--- config.mk ---
export PLATFORM = sky130hd
export DESIGN_NAME = page_table_entry_walker
export DESIGN_NICKNAME = d
export VERILOG_FILES = /design/src/rtl/core/ptew_pkg.sv /design/src/rtl/core/page_table_entry_walker.sv
export VERILOG_INCLUDE_DIRS = /design/src /design/src/rtl/core
export SDC_FILE = /design/constraint.sdc
export NUM_CORES = 1
export LEC_CHECK = 0
export BUFFER_PORTS_ARGS = -buffer_cell sky130_fd_sc_hd__buf_2
export CAP_MARGIN = 20
export CORE_UTILIZATION = 62
export CTS_BUF_LIST = sky130_fd_sc_hd__clkbuf_2 sky130_fd_sc_hd__clkbuf_4 sky130_fd_sc_hd__clkbuf_8
export CTS_CLUSTER_DIAMETER = 50
export CTS_CLUSTER_SIZE = 24
export DETAILED_ROUTE_END_ITERATION = 12
export PLACE_DENSITY = 0.88
export REMOVE_ABC_BUFFERS = 1
export SETUP_SLACK_MARGIN = 0.4
export SLEW_MARGIN = 20
export SYNTH_ARGS = -nofsm -noshare
export SYNTH_HDL_FRONTEND = slang
export SYNTH_SLANG_ARGS = --single-unit
--- constraint.sdc ---
create_clock -name i_clk -period 20.3 [get_ports i_clk]
set_clock_uncertainty 0.2 [all_clocks]
set_input_delay 3.045 -clock i_clk [delete_from_list [all_inputs] [get_ports i_clk]]
set_output_delay 3.045 -clock i_clk [all_outputs]
set_load 0.05 [all_outputs]
--- src/rtl/core/assert_macros.svh ---
// Assertion macros used by the walker RTL.
`ifndef ASSERT_MACROS_SVH
`define ASSERT_MACROS_SVH

// A property that must hold at every clock edge outside reset.
`define PTEW_ASSERT(lbl, clk, rst_n, prop, msg) \
    lbl: assert property (@(posedge clk) disable iff (!rst_n) (prop)) else $error(msg);

// A condition in one cycle that forces a condition in the next cycle.
`define PTEW_ASSERT_NEXT(lbl, clk, rst_n, ante, cons, msg) \
    lbl: assert property (@(posedge clk) disable iff (!rst_n) (ante) |=> (cons)) else $error(msg);

`endif

--- src/rtl/core/ptew_pkg.sv ---
`timescale 1ns / 1ps

package ptew_pkg;

    // Field widths of the request and result items.
    localparam int VA_W    = 48;
    localparam int FRAME_W = 40;
    localparam int PA_W    = 52;
    localparam int DATA_W  = 64;
    localparam int LEVEL_W = 2;

    // Address layout of the four-level tables.
    localparam int PAGE_SHIFT = 12;
    localparam int INDEX_BITS = 9;
    localparam int ENTRY_SHIFT = 3;

    // Entry bits that the walk looks at.
    localparam int PRESENT_BIT = 0;
    localparam int LARGE_BIT   = 7;

    // Table levels.
    localparam logic [LEVEL_W-1:0] LEVEL_TABLE     = 2'd0;
    localparam logic [LEVEL_W-1:0] LEVEL_DIRECTORY = 2'd1;
    localparam logic [LEVEL_W-1:0] LEVEL_POINTER   = 2'd2;
    localparam logic [LEVEL_W-1:0] LEVEL_TOP       = 2'd3;

    typedef enum logic {
        ACTION_START    = 1'b0,
        ACTION_RESPONSE = 1'b1
    } t_action;

    typedef enum logic {
        KIND_READ = 1'b0,
        KIND_DONE = 1'b1
    } t_kind;

    typedef enum logic [1:0] {
        REASON_REQUESTED   = 2'd0,
        REASON_NOT_PRESENT = 2'd1,
        REASON_LARGE_PAGE  = 2'd2,
        REASON_BOTTOM      = 2'd3
    } t_reason;

    // One result item as it sits in the output buffer.
    typedef struct packed {
        t_kind                kind;
        logic [PA_W-1:0]      entry_address;
        logic [DATA_W-1:0]    entry_value;
        logic [LEVEL_W-1:0]   final_level;
        t_reason              stop_reason;
    } t_result;

    // Table index of the virtual address at a given level.
    function automatic logic [INDEX_BITS-1:0] table_index(
        input logic [LEVEL_W-1:0] level,
        input logic [VA_W-1:0]    va
    );
        logic [INDEX_BITS-1:0] idx;
        case (level)
            LEVEL_TABLE:     idx = va[PAGE_SHIFT +: INDEX_BITS];
            LEVEL_DIRECTORY: idx = va[PAGE_SHIFT + INDEX_BITS +: INDEX_BITS];
            LEVEL_POINTER:   idx = va[PAGE_SHIFT + 2*INDEX_BITS +: INDEX_BITS];
            default:         idx = va[PAGE_SHIFT + 3*INDEX_BITS +: INDEX_BITS];
        endcase
        return idx;
    endfunction

endpackage

--- src/rtl/core/page_table_entry_walker.sv ---
// Four-level page table walker. A start request carries the virtual address,
// the level to stop at and the root frame; the walker answers with a read
// request for the top-level entry. Each memory response request carries the
// data of the entry last asked for, and the walker answers with either a read
// request one level down or a finished result that gives the final entry's
// address, value, level and stop reason. A response that arrives while no walk
// is active is taken and dropped; a start during a walk abandons that walk.
// A new request may be accepted on every clock while o_ready is high; its
// result goes to the output register on the edge that accepts it, or to the
// skid register if the output is stalled. A two-entry output buffer (output
// register plus skid register) lets the input side take one more request while
// the output is stalled, so i_ready only affects o_ready through a register.
// Entry addresses are masked to PHYS_ADDR_BITS bits.
`timescale 1ns / 1ps
`include "assert_macros.svh"

module page_table_entry_walker #(
    parameter int PHYS_ADDR_BITS = 52
) (
    input  logic                              i_clk,
    input  logic                              i_rst_n,

    // Request channel
    input  logic                              i_valid,
    output logic                              o_ready,
    input  logic                              i_action,
    input  logic [ptew_pkg::VA_W-1:0]         i_virtual_address,
    input  logic [ptew_pkg::LEVEL_W-1:0]      i_stop_level,
    input  logic [ptew_pkg::FRAME_W-1:0]      i_root_frame,
    input  logic [ptew_pkg::DATA_W-1:0]       i_entry_data,

    // Result channel
    output logic                              o_valid,
    input  logic                              i_ready,
    output logic                              o_kind,
    output logic [ptew_pkg::PA_W-1:0]         o_entry_address,
    output logic [ptew_pkg::DATA_W-1:0]       o_entry_value,
    output logic [ptew_pkg::LEVEL_W-1:0]      o_final_level,
    output logic [ptew_pkg::LEVEL_W-1:0]      o_stop_reason
);

    localparam int PaW = ptew_pkg::PA_W;

    // Mask of the implemented physical address bits.
    localparam logic [PaW:0]   PaFull = ((PaW+1)'(1) << PHYS_ADDR_BITS) - (PaW+1)'(1);
    localparam logic [PaW-1:0] PaMask = PaFull[PaW-1:0];

    // Walk state.
    logic                              r_walking;
    logic [ptew_pkg::LEVEL_W-1:0]      r_cur_level;
    logic [ptew_pkg::VA_W-1:0]         r_saved_va;
    logic [ptew_pkg::LEVEL_W-1:0]      r_target_level;
    logic [PaW-1:0]                    r_cur_addr;

    logic                              n_walking;
    logic [ptew_pkg::LEVEL_W-1:0]      n_cur_level;
    logic [ptew_pkg::VA_W-1:0]         n_saved_va;
    logic [ptew_pkg::LEVEL_W-1:0]      n_target_level;
    logic [PaW-1:0]                    n_cur_addr;

    // Output buffer.
    ptew_pkg::t_result                 r_out;
    logic                              r_out_valid;
    ptew_pkg::t_result                 r_skid;
    logic                              r_skid_valid;

    ptew_pkg::t_result                 n_res;
    logic                              n_res_valid;

    logic                              accept;
    logic                              present;
    logic                              large_page;
    logic [ptew_pkg::LEVEL_W-1:0]      down_level;
    logic [PaW-1:0]                    start_addr;
    logic [PaW-1:0]                    down_addr;

    assign o_ready = !r_skid_valid;
    assign accept  = i_valid && o_ready;

    // Entry tests and the addresses of the next entry to read.
    always_comb begin
        present    = i_entry_data[ptew_pkg::PRESENT_BIT];
        large_page = i_entry_data[ptew_pkg::LARGE_BIT]
                     && (r_cur_level == ptew_pkg::LEVEL_DIRECTORY
                         || r_cur_level == ptew_pkg::LEVEL_POINTER);
        down_level = r_cur_level - ptew_pkg::LEVEL_W'(1);
        start_addr = ({i_root_frame, ptew_pkg::PAGE_SHIFT'(0)}
                      | PaW'({ptew_pkg::table_index(ptew_pkg::LEVEL_TOP, i_virtual_address),
                              ptew_pkg::ENTRY_SHIFT'(0)}))
                     & PaMask;
        down_addr  = ({i_entry_data[PaW-1:ptew_pkg::PAGE_SHIFT], ptew_pkg::PAGE_SHIFT'(0)}
                      | PaW'({ptew_pkg::table_index(down_level, r_saved_va),
                              ptew_pkg::ENTRY_SHIFT'(0)}))
                     & PaMask;
    end

    // Next walk state and the result of the accepted request.
    always_comb begin
        n_walking      = r_walking;
        n_cur_level    = r_cur_level;
        n_saved_va     = r_saved_va;
        n_target_level = r_target_level;
        n_cur_addr     = r_cur_addr;
        n_res_valid    = 1'b0;
        n_res.kind          = ptew_pkg::KIND_READ;
        n_res.entry_address = r_cur_addr;
        n_res.entry_value   = '0;
        n_res.final_level   = r_cur_level;
        n_res.stop_reason   = ptew_pkg::REASON_REQUESTED;

        if (accept) begin
            if (i_action == ptew_pkg::ACTION_START) begin
                n_walking           = 1'b1;
                n_cur_level         = ptew_pkg::LEVEL_TOP;
                n_saved_va          = i_virtual_address;
                n_target_level      = i_stop_level;
                n_cur_addr          = start_addr;
                n_res_valid         = 1'b1;
                n_res.entry_address = start_addr;
                n_res.final_level   = ptew_pkg::LEVEL_TOP;
            end else if (r_walking) begin
                n_res_valid = 1'b1;
                if (!present || large_page || r_cur_level == r_target_level
                    || r_cur_level == ptew_pkg::LEVEL_TABLE) begin
                    // The walk ends at this entry.
                    n_walking         = 1'b0;
                    n_res.kind        = ptew_pkg::KIND_DONE;
                    n_res.entry_value = i_entry_data;
                    if (!present) begin
                        n_res.stop_reason = ptew_pkg::REASON_NOT_PRESENT;
                    end else if (large_page) begin
                        n_res.stop_reason = ptew_pkg::REASON_LARGE_PAGE;
                    end else if (r_cur_level == r_target_level) begin
                        n_res.stop_reason = ptew_pkg::REASON_REQUESTED;
                    end else begin
                        n_res.stop_reason = ptew_pkg::REASON_BOTTOM;
                    end
                end else begin
                    // Descend one level and read the next entry.
                    n_cur_level         = down_level;
                    n_cur_addr          = down_addr;
                    n_res.entry_address = down_addr;
                    n_res.final_level   = down_level;
                end
            end
        end
    end

    // Walk state registers.
    always_ff @(posedge i_clk) begin
        if (!i_rst_n) begin
            r_walking   <= 1'b0;
            r_cur_level <= ptew_pkg::LEVEL_TOP;
        end else begin
            r_walking   <= n_walking;
            r_cur_level <= n_cur_level;
        end
        r_saved_va     <= n_saved_va;
        r_target_level <= n_target_level;
        r_cur_addr     <= n_cur_addr;
    end

    // Output register with a skid entry behind it.
    always_ff @(posedge i_clk) begin
        if (!i_rst_n) begin
            r_out_valid  <= 1'b0;
            r_skid_valid <= 1'b0;
        end else if (!r_out_valid || i_ready) begin
            if (r_skid_valid) begin
                r_out_valid  <= 1'b1;
                r_skid_valid <= 1'b0;
            end else begin
                r_out_valid  <= n_res_valid;
            end
        end else if (n_res_valid) begin
            r_skid_valid <= 1'b1;
        end
    end

    always_ff @(posedge i_clk) begin
        if (!r_out_valid || i_ready) begin
            r_out <= r_skid_valid ? r_skid : n_res;
        end else if (n_res_valid) begin
            r_skid <= n_res;
        end
    end

    assign o_valid         = r_out_valid;
    assign o_kind          = r_out.kind;
    assign o_entry_address = r_out.entry_address;
    assign o_entry_value   = r_out.entry_value;
    assign o_final_level   = r_out.final_level;
    assign o_stop_reason   = r_out.stop_reason;

    // Checks on the walker's own logic.
    `PTEW_ASSERT(a_skid_behind_out, i_clk, i_rst_n, !r_skid_valid || r_out_valid, "skid entry full while output register empty")
    `PTEW_ASSERT(a_read_has_no_value, i_clk, i_rst_n, !(o_valid && o_kind == ptew_pkg::KIND_READ) || (o_entry_value == '0 && o_stop_reason == ptew_pkg::REASON_REQUESTED), "read request carries a value or a stop reason")
    `PTEW_ASSERT(a_addr_masked, i_clk, i_rst_n, !o_valid || (o_entry_address & ~PaMask) == '0, "entry address exceeds the physical address width")
    `PTEW_ASSERT_NEXT(a_done_ends_walk, i_clk, i_rst_n, n_res_valid && n_res.kind == ptew_pkg::KIND_DONE, !r_walking, "walk still active after a finished result")

endmodule

# Word-level counts from Yosys, hierarchy flattened
# Index checks and enable logic that the tools add are counted.
word_totals:
  regBits: 349
  elab_cells: 73
  output_inout_bits: 123
  latch_bits: 0
  romBits: 0
  inputBits: 159
  ramBits: 0
  mem_count: 0
op_classes:
  multipliers: 0
  bitwise_logic: 5
  n_shift: 0
  n_addsub: 1
  magnitude_cmp: 0
  n_reduce_logical: 16
  mux: 28
  n_eq_ne: 6
  n_div: 0
ops:
  columns: ["cell", "count"]
  rows:
  - ["$mux W121", 3]
  - ["$mux W52", 4]
  - ["$mux W64", 2]
  - ["$or A52 B12 Y52", 2]
  - ["$pmux W9 S3", 1]
  - ["$mux W2", 9]
  - ["$mux W1", 9]
  - ["$reduce_and A2 Y1", 3]
  - ["$logic_or A1 B1 Y1", 5]
  - ["$eq A2 B1 Y1 const B", 2]
  - ["$eq A2 B2 Y1 const B", 2]
  - ["$logic_not A2 Y1", 2]
  - ["$logic_not A1 Y1", 3]
  - ["$not A1 Y1", 3]
  - ["$eq A2 B2 Y1", 1]
  - ["$logic_and A1 B1 Y1", 2]
  - ["$ne A2 B1 Y1 const B", 1]
  - ["$reduce_or A2 Y1", 1]
  - ["$sub A2 B1 Y2 const B", 1]

# Depth between registers and ports, before layout
depth:
  word_depth: 11
  ltp_mapped: 9
  ltp_nobuf: 6

# Worst setup path before layout
# Ideal clock, no wire load.
synth_path:
  kind: "input -> register"
  startpoint: "in i_ready"
  endpoint: "reg r_skid[0] (netlist bit), enable pin"
  slack_ns: 9.026
  setup_ns: 1.076
  stages: 3
  required_ns: 19.024
  arrival_time_ns: 9.998
  n_path_buf: 0
  path_cell_list: "nor2b_1 inv_1 nor2_1"
synth_between:
  elab_chain_len: 3
synth_rtl:
  columns: ["item", "line", "text"]
  rows:
  - ["from (decl)", "page_table_entry_walker.sv:34", "input logic i_ready,"]
  - ["$logic_or A1 B1 Y1", "page_table_entry_walker.sv:181", "if (!r_out_valid || i_ready) begin"]
  - ["$not A1 Y1 (no line)", null, null]
  - ["$reduce_and A2 Y1 (no line)", null, null]
  - ["to (signal assigned)", "page_table_entry_walker.sv:184", "r_skid <= n_res;"]
  - ["to (decl)", "page_table_entry_walker.sv:64", "ptew_pkg::t_result r_skid;"]
# No other way between the ends.
# A chain may end at the register's enable or synchronous reset.

==> results.cfg <==
[cts]
clk_pin_slew_ns = 0.10
cts_buffers = 29
cts.repair.resized = 0
cts-root-buf = clkbuf_8
cts_sinks = 334
cts_tree = yes
post-cts-setup-buffers = 0
insertion_delay_ns = 0.59
cts_hold_buffers = 0
cts_buffer_depth = 3
htreeDepth = 1

[synthesis]
synth_edf_count = 329
syn_area_per_cell_sq_um = 12.9
synth.top_cell.area_share_pct = 65.8
synth.distinct_cells = 45
synthCells = 1166
yosys-top-cells-count = edfxtp_1, nand2_1, nor2_1, clkbuf_1, and2_1
synth.area.top_cells = edfxtp_1, a22o_1, nand2_1
syn_area_sq_um = 15000
seq_area_frac_synth_pct = 66.5
ys.flop_type = edfxtp_1
synth_top_cell_by_area = edfxtp_1
async_flop_share_pct = 0
ys_ff_latch = 334
yosys_warnings = 0
yosys.cell_count.top_type = edfxtp_1

[global_route]
grt_pass1_wl_um = 55900
grt.total_usage_pct = 29.1
grt_antenna_before_repair = 0
grt_max_degree = 96
grt_pass1_vias = 10800
overflow = 0

[sta]
hold_viol = 0
fin_crit_ns = 5.47
min_period_over_period_pct = 26.9
slew_headroom_pct = 22.6
maxSlewViolCount = 0
setup-tns-final_ns = 0
fmax_mhz = 183
tightest_slew_ns = 1.16
setup_viol = 0
rsz0062_at_grt = false

[worst_setup_path]
rrSetupSlack_ns = 16.23
crit_fanout = 60
cp.required_ns = 20.44
r2r-start = r_skid_valid
worstPathArrival_ns = 5.61
end_kind = flip-flop
critPathKind = primary input to flip-flop
critPathLaunchType = primary input
startpoint = i_action

[drt]
drtPass1Iterations = 5
vias_per_cell = 6.33
totalWireLength_um = 36500
drt-wirelength-per-cell_um = 21.2
via_count = 10900
drtAntennaViolNets = 0
dr.first_iter.drc_count = 1059
post-route-drc-count = 0

[flow_run]
cap_viol_max_count = 0

[finish]
layout.nets = 1546
syn2layout_area_growth_pct = 14.6
antennaDiodeCount = 0
multi_input_area_sq_um = 4610
regArea_sq_um = 9980
fill_cells = 1558
layout-drive-gt1-share_pct = 25.1
utilization_pct = 72.8

[die]
die_h_um = 158
core_sq_um = 23600
start_util_pct = 63.6
rows = 56
die_area_sq_um = 24800
die_w_um = 158
ioPinCount = 282

[power_and_ir_drop]
leakage_uw = 0.00665
max-vdd-ir-drop_mv = 0.0581
power_density_nw_per_um2 = 84.7

[worst_hold_path]
hold_class = flip-flop to flip-flop
holdCritStartpoint = r_skid[109]

[status]
status = completed

[placed_design]
dpl.hpwl_um = 21000
io_buffers = 269
place_congestion = 0.795
cell type report:
class / instances / share of cell area, %
Clock buffer: 32 / 2.45
Clock inverter: 21 / 1.61
Inverter: 12 / 0.313
Multi-Input combinational cell: 724 / 26.8
Sequential cell: 334 / 58.1
Tap cell: 319 / 2.32
Timing Repair Buffer: 282 / 8.41
logic make-up (layout without fill, tap and decap cells):
| family | count (synthesis) | count (layout) | synth area share (%) |
|---|---|---|---|
| multiplexers | 10 | 10 | 0.700 |
| adder cells (fa/ha/maj) | 4 | 4 | 0.333 |
| AND/OR/NAND/NOR | 379 | 379 | 11.7 |
| AO/OA/AOI/OAI | 328 | 328 | 17.4 |
| flip-flops | 334 | 334 | 66.5 |
| XOR/XNOR | 3 | 3 | 0.175 |
| buffers and inverters | 108 | 347 | 3.13 |
flip-flops by register name (all words and copies together), names as in the netlist:
signal           flops
o_stop_reason        2
o_entry_address     52
r_cur_addr          52
r_target_level       2
o_entry_value       64
r_skid_valid         1
o_valid              1
o_kind               1
o_final_level        2
r_cur_level          2
r_skid             121
r_saved_va          33
r_walking            1
worst max-delay path, stage by stage:
cell      delay (ns)
buf_4           0.22
or3b_2          0.64
clkinv_2        0.49
buf_4           0.71
nor3_1          0.13
mux2_2          0.32
cell usage in the layout (no fill, tap or decap), types with 14 or more instances in the layout:
cell type,count
buf_2,268
and2_1,69
a31oi_1,40
nand2b_1,42
nor2_1,93
a211oi_1,44
clkbuf_8,29
nand2_1,150
a2111oi_0,40
a22o_1,65
o31ai_1,44
o21a_1,40
edfxtp_1,329
buf_4,14
routing by layer:
layer	global-route usage (%)	vias to the layer above	routed length, um
li1	-	4895	-
met1	38.9	5255	14300
met2	48.1	696	18000
met3	5.06	67	3510
met4	10.4	0	712
met5	0	-	0
through the flow:
stage / hold slack (ns) / setup WS, ns / total power (uW) / std cells / instance area (sq um)
floorplan: 0.298 / 9.03 / 951 / 1070 / 14600
global placement: 0.307 / 14.29 / 1010 / 1671 / 16500
detailed placement: 0.313 / 14.26 / 1020 / 1671 / 16500
CTS: 0.338 / 14.84 / 1460 / 1724 / 17200
global route: 0.354 / 14.74 / 1500 / 1724 / 17200
finish: 0.332 / 14.83 / 1460 / 1724 / 17200
path summary, 6_finish.rpt:
path,endpoint,cells after the start
min,o_entry_address[41],2
max,o_entry_address[2],6
max reg2reg,o_entry_address[22],7
min reg2reg,o_entry_address[41],2
power breakdown:
group	switching [uW]	internal (uW)	total, uW
Combinational	147	51.6	199
Sequential	12.0	794	806
Clock	239	213	452
No activity file was read; power rests on OpenSTA's default activity.
